$ cat config.mk
export PLATFORM = sky130hd
export DESIGN_NAME = sdspi_front
export DESIGN_NICKNAME = d
export VERILOG_FILES = /design/src/hdl/sdspi_pkg.sv /design/src/hdl/sdspi_front.sv
export SDC_FILE = /design/constraint.sdc
export NUM_CORES = 1
export LEC_CHECK = 0
export BUFFER_PORTS_ARGS = -buffer_cell sky130_fd_sc_hd__buf_2
export CORE_UTILIZATION = 45
export DETAILED_ROUTE_END_ITERATION = 7
export PLACE_DENSITY_LB_ADDON = 0.08
export REMOVE_ABC_BUFFERS = 1
export SLEW_MARGIN = 10
export SYNTH_ARGS = -nofsm -noshare
export SYNTH_HDL_FRONTEND = slang
export SYNTH_SLANG_ARGS = --single-unit
$ cat constraint.sdc
create_clock -name clk -period 3.8 [get_ports clk]
set_input_delay 0.19 -clock clk [delete_from_list [all_inputs] [get_ports clk]]
set_output_delay 0.19 -clock clk [all_outputs]
set_load 0.01 [all_outputs]
$ cat src/hdl/sdspi_pkg.sv
`timescale 1ns / 1ps
// ----------------------------------------------------------------------------
// sdspi_pkg: shared types and constants
// Step codes, operation kinds and result record for the SD SPI sequencer.
// ----------------------------------------------------------------------------
package sdspi_pkg;

    localparam int BLOCK_BYTES   = 512;
    localparam int RESPONSE_POLL = 33;
    localparam int CMD_TRIES     = 1024;
    localparam int OPCOND_TRIES  = 10000;
    localparam int IDLE_BYTES    = 63;
    localparam int TOKEN_WAIT    = 65535;

    localparam logic [2:0] REQ_INIT   = 3'd0;
    localparam logic [2:0] REQ_READ   = 3'd1;
    localparam logic [2:0] REQ_WOPEN  = 3'd2;
    localparam logic [2:0] REQ_WBYTE  = 3'd3;
    localparam logic [2:0] REQ_WFIN   = 3'd4;
    localparam logic [2:0] REQ_CARD   = 3'd5;

    localparam logic [1:0] ST_OK     = 2'd0;
    localparam logic [1:0] ST_ERR    = 2'd1;
    localparam logic [1:0] ST_NOTRDY = 2'd2;

    localparam logic [1:0] AM_BYTE  = 2'd0;
    localparam logic [1:0] AM_BLOCK = 2'd1;
    localparam logic [1:0] AM_NONE  = 2'd2;

    typedef enum logic [5:0] {
        P_IDLE, P_I_IDLE, P_I_C0, P_I_C0P, P_I_C0H, P_I_C8, P_I_C8P, P_I_C8T,
        P_I_AH, P_I_A55, P_I_A55P, P_I_A41, P_I_A41P, P_I_C59, P_I_C59P,
        P_I_C16, P_I_C16P, P_I_C58, P_I_C58P, P_I_OCR, P_I_OCRT, P_I_END,
        P_R_CMD, P_R_TOK, P_R_DATA, P_R_CRC, P_R_END, P_R_ERR,
        P_W_CMD, P_W_CMDP, P_W_TOK, P_W_BYTE,
        P_F_PAD, P_F_POLL, P_F_BUSY, P_F_END,
        P_SERVE
    } step_t;

    typedef enum logic [2:0] {
        OP_FIXED, OP_REPEAT, OP_POLL, OP_TOKEN, OP_DATA, OP_BUSY
    } op_t;

    // one classified item handed from front to back
    typedef struct packed {
        logic [2:0]  req_type;
        logic [31:0] sector;
        logic [8:0]  offset;
        logic [9:0]  count;
        logic [7:0]  wr_byte;
        logic [7:0]  rx_byte;
    } item_t;

    typedef struct packed {
        logic [7:0]  tx_byte;
        logic        tx_valid;
        logic        cs_active;
        logic [63:0] rd_word;
        logic [3:0]  rd_bytes;
        logic        rd_last;
        logic        done_res;
        logic [1:0]  status;
    } res_t;

    localparam int ITEM_W = $bits(item_t);

endpackage

$ cat src/hdl/sdspi_front.sv
`timescale 1ns / 1ps
// ----------------------------------------------------------------------------
// sdspi_front: input stage and item queue
// Takes unpacked items, drops unused request codes and queues them.
// ----------------------------------------------------------------------------
module sdspi_front
(
    input  logic                 clk,
    input  logic                 rst_n,
    input  logic                 in_valid,
    output logic                 in_ready,
    input  sdspi_pkg::item_t     in_item,
    output logic                 q_valid,
    input  logic                 q_ready,
    output sdspi_pkg::item_t     q_item
);

    sdspi_pkg::item_t mem_reg [4];
    logic [1:0] wp_reg, rp_reg;
    logic [2:0] cnt_reg;
    logic push, pop;

    assign in_ready = (cnt_reg != 3'd4);
    // codes 6 and 7 are swallowed here
    assign push = in_valid && in_ready && (in_item.req_type <= sdspi_pkg::REQ_CARD);
    assign q_valid = (cnt_reg != 3'd0);
    assign pop = q_valid && q_ready;
    assign q_item = mem_reg[rp_reg];

    always_ff @(posedge clk)
    begin
        if (push)
        begin
            mem_reg[wp_reg] <= in_item;
        end
    end

    always_ff @(posedge clk or negedge rst_n)
    begin
        if (!rst_n)
        begin
            wp_reg  <= '0;
            rp_reg  <= '0;
            cnt_reg <= '0;
        end
        else
        begin
            if (push) wp_reg <= wp_reg + 2'd1;
            if (pop)  rp_reg <= rp_reg + 2'd1;
            cnt_reg <= cnt_reg + {2'd0, push} - {2'd0, pop};
        end
    end

endmodule

After elaboration in Yosys (flattened, before gate mapping):

Memory sizes are Yosys's and may differ from the RTL's.
Index checks and enable logic that the tools add are counted.
W data, S select, Z words.

* add/sub/neg operators: 4
* multiply operators: 0
* div/mod/pow operators: 0
* magnitude comparators: 1
* equal/unequal tests: 1
* shift operators: 0
* multiplexer cells: 2
* bitwise operators: 0
* reduce and logical (&&, ||, !) cells: 4

Operators with widths (count)
* $add A2 B1 Y2 const B: 2
* $add A3 B1 Y3: 1
* $le A3 B3 Y1 const B: 1
* $logic_and A1 B1 Y1: 3
* $ne A3 B3 Y1 const B: 1
* $reduce_bool A3 Y1: 1
* $sub A3 B1 Y3: 1
* $mux W1: 2

* flip-flop bits (word level): 7
* bits in latches: 0
* memory bits (writable): 280
* bits in read-only memories: 0
* input port bits: 74
* word-level logic and storage cells: 16
* memories: 1

Memory list
* mem_reg: words 4, width 70, read ports 1, clocked after Yosys merged registers in 0, wr ports 1, RTL line sdspi_front.sv:18 `sdspi_pkg::item_t mem_reg [4];`

Depth between registers and ports, before layout:

* word-level depth: 5
* mapped depth: 10
* gate-level depth less buffers: 9

Least setup slack after synthesis:

OpenSTA, ideal clock, no wires.

* kind: register to register
* start point: reg cnt_reg[2]
* end point: mem mem_reg[1][0] in the netlist's numbering, enable pin
* arrival: 2.544 ns
* data required time: 3.364 ns
* slack: 0.821 ns
* stages on the path, launching flop included: 5
* cell sequence: dfrtp_1 or3b_1 and3_1 buf_6 and2_1

* cells in the longest elaborated chain, start to end: 5

Ends and longest elaborated chain
* start: declaration: RTL line sdspi_front.sv:20 `logic [2:0] cnt_reg;`
* start signal: assignment: RTL line sdspi_front.sv:50 `cnt_reg <= cnt_reg + {2'd0, push} - {2'd0, pop};`
* $ne A3 B3 Y1: RTL line sdspi_front.sv:23 `assign in_ready = (cnt_reg != 3'd4);`
* via in_ready: RTL line sdspi_front.sv:11 `output logic in_ready,`
* $logic_and A1 B1 Y1 (2 in a row): RTL line sdspi_front.sv:25 `assign push = in_valid && in_ready && (in_item.req_type <= sdspi_pkg::REQ_CARD);`
* $mux W1: RTL line sdspi_front.sv:32 `if (push)`
* $mux W1 (implied by the code): RTL line sdspi_front.sv:34 `mem_reg[wp_reg] <= in_item;`
* end: declaration: RTL line sdspi_front.sv:18

The timed path passes the listed nets, and every way through them passes these cells.

==> results.rst <==
.. list-table::
   :header-rows: 1

   * - Metric
     - Value
   * - Result of the run
     - complete, no violations
   * - Final total power
     - 9550 uW
   * - Fmax
     - 0.367 GHz
   * - Gr ovfl total
     - 0
   * - Resized Gates After CTS
     - 0
   * - Number of top-level pins
     - 146
   * - Cell with the most instances after synthesis
     - edfxtp_1
   * - Number of post-CTS setup repair buffers
     - 0
   * - Hold Vio Cnt, Final
     - 0
   * - Ratio of routed vias to standard cells
     - 5.05
   * - Kind of cell adding the most delay to the critical path
     - flip-flops
   * - Layout net count
     - 721
   * - Worst-case clock buffer depth
     - 3
   * - Buffer type at the clock tree root
     - clkbuf_16
   * - Buffers on Ports
     - 145
   * - TritonCTS clock tree
     - done
   * - Routed wirelength normalized by instance count
     - 19.9 um
   * - Number of global-route vias before repair
     - 5386
   * - Post-Synthesis Cells
     - 403
   * - Crit-path slowest cell
     - dfrtp_4
   * - CTS Buf Count
     - 29
   * - Global-route total usage across every layer
     - 16.7%
   * - Detailed-router iteration count before antenna repair
     - 4
   * - Peak supply drop
     - 651 uV
   * - Register-to-register setup slack
     - 1.48 ns
   * - Count of maximum capacitance violations
     - 0
   * - Chip Width
     - 155 um
   * - Cells traversed along the worst timing path
     - buf_4 > mux4_2 > buf_2
   * - Antenna cells
     - 0
   * - Detailed-route wire length
     - 19.4 mm
   * - WP data required
     - 3.61 ns
   * - Area share of the leading cell type in the synthesized netlist
     - 80.2%
   * - Die Y-Extent
     - 155 um
   * - Library cells used by synthesis
     - 19
   * - Hold/Removal Path Class
     - in2async
   * - Antenna violations before repair
     - 0
   * - Clock insertion delay at the later pin of the skew report
     - 0.53 ns
   * - Dominant synthesized flop cell
     - edfxtp_1
   * - Commonest cells post-synth
     - edfxtp_1, mux4_2, buf_2
   * - Setup-failing EPs final
     - 0
   * - Critical path type
     - reg2out
   * - Top fanout value on the critical path
     - 35
   * - Category of the worst setup path capture point
     - output pin
   * - Count of clock tree sinks
     - 287
   * - Maximum cell stage delay along the critical path
     - 0.91 ns
   * - Clock skew
     - 0.00992 ns
   * - Final Wtd Congestion
     - 0.712
   * - Final-layout setup total negative slack
     - 0 ns
   * - Sequential fraction of the synthesis area
     - 81.8%
   * - Placeable Area
     - 22800 um2
   * - Post-DP HPWL
     - 10.9 mm
   * - Leading area contributor after synthesis
     - edfxtp_1
   * - Number of DRC violations after detailed-routing iteration 0
     - 197
   * - Pin count of the biggest net entering global routing
     - 72
   * - LEAKAGE
     - 0.00458 uW
   * - Cell types with the largest area share after synthesis
     - edfxtp_1, mux4_2, dfrtp_1
   * - Number of flip-flops in the largest register
     - 280
   * - Count of warnings emitted by yosys
     - 0
   * - Combined buffer and inverter count along the critical path
     - 2
   * - Reg clk slew, reported paths
     - 0.06 ns
   * - Layout cell share with drive strength beyond 1
     - 41.8%
   * - Count of flip-flops with a built-in enable after synthesis
     - 280
   * - Global-route wire length before repair
     - 30.0 mm
   * - Final period util
     - 71.7%
   * - Power per Cell Area
     - 720 nW/um2
   * - Floorplan row count
     - 55
   * - Hold buffer count at cts
     - 72
   * - CP Launch Type
     - register
   * - Starting utilization of the core area
     - 46.0%
   * - CP arrival
     - 2.53 ns
   * - Die area
     - 23900 um2
   * - Vias
     - 4911
   * - Layout overhead on the synthesized area
     - 26.6%
   * - Slew Limit Fails
     - 0
   * - Post-Syn Area
     - 10500 um2
   * - Time the worst path needs with I/O delays and setup
     - 2.72 ns
   * - Flip-flop and latch count after synthesis
     - 287
   * - DRC violation count after routing
     - 0
   * - Relative slew slack
     - 26.9%
   * - Post-synthesis area per instance
     - 26.0 um2
   * - Fraction of registers with async set/reset
     - 2.44%
   * - RSZ-0062 raised after global routing
     - false
   * - Worst Hold Slack
     - 0.0399 ns
   * - Antenna-violating nets left
     - 0
   * - Number of levels in the clock H-tree
     - 1
   * - Worst Max-Slew Pin Slew
     - 1.10 ns
[path summary, 6_finish.rpt]
path / from / endpoint / cells past startpoint
hold / removal: rst_n / cnt_reg[1]$_DFF_PN0_ / 2
setup reg to reg: cnt_reg[2]$_DFF_PN0_ / cnt_reg[2]$_DFF_PN0_ / 9
min in group clk: in_valid / wp_reg[0]$_DFFE_PN0P_ / 3
hold reg to reg: cnt_reg[0]$_DFF_PN0_ / cnt_reg[0]$_DFF_PN0_ / 1
setup / recovery: rp_reg[0]$_DFFE_PN0P_ / q_item[67] / 3
max in group asynchronous: rst_n / rp_reg[1]$_DFFE_PN0P_ / 2
[power breakdown]
group | total [uW] | internal, uW | switching, uW | leakage [uW]
registers | 4430 | 4030 | 394 | 0.00263
clock network | 2680 | 1560 | 1120 | 0.000453
logic | 2450 | 1290 | 1150 | 0.00150
[metal layers]
metal,routed length (um),share of wire (%),vias to the layer above,track usage [%]
met1,8180,42,2550,22.0
met2,9910,51,142,28.7
li1,-,-,2196,-
met5,0,0,-,0
met3,1060,5.5,23,3.42
met4,221,1.1,0,3.77
[stage by stage]
step	utilization [%]	cells	setup WS (ns)	area (um2)
finish	58.3	973	1.08	13300
CTS	58.3	973	0.949	13300
global route	58.3	973	0.857	13300
floorplan	-	386	0.101	10400
detailed placement	51.1	850	1.47	11600
global placement	51.1	850	1.53	11600
[cells in the final DEF (no fill, tap or decap), types with 2 or more instances in the layout]
master,synthesis,final
mux4_2,70,70
buf_2,9,145
xnor2_1,4,4
clkinv_2,0,11
clkbuf_16,0,31
nand2_1,2,2
inv_1,6,6
dfrtp_4,0,2
clkinvlp_4,0,2
dlygate4sd3_1,0,72
buf_12,0,5
edfxtp_1,280,280
and2_4,0,4
clkbuf_1,7,3
ha_1,6,6
clkinv_1,0,2
dfrtp_1,7,5
[area by class of cell]
cell class                 count  area (um2)
fill                        1729        9510
sequential                   287        8590
multi-input combinational     93        1810
timing repair buffer         223        1550
clock buffer                  35         801
tap                          313         392
clock inverter                16         108
inverter                       6        22.5
[logic make-up after synthesis]
| logic type | Yosys count | share of synthesized area, % |
|---|---|---|
| flip-flops | 287 | 81.8 |
| XOR/XNOR | 5 | 0.418 |
| multiplexers | 71 | 15.2 |
| adder cells (fa/ha/maj) | 7 | 0.907 |
| AND/OR/NAND/NOR | 9 | 0.561 |
| AO/OA/AOI/OAI | 1 | 0.0954 |
| buffers and inverters | 23 | 1.00 |
Note: power is estimated with default switching activity, not from simulation.
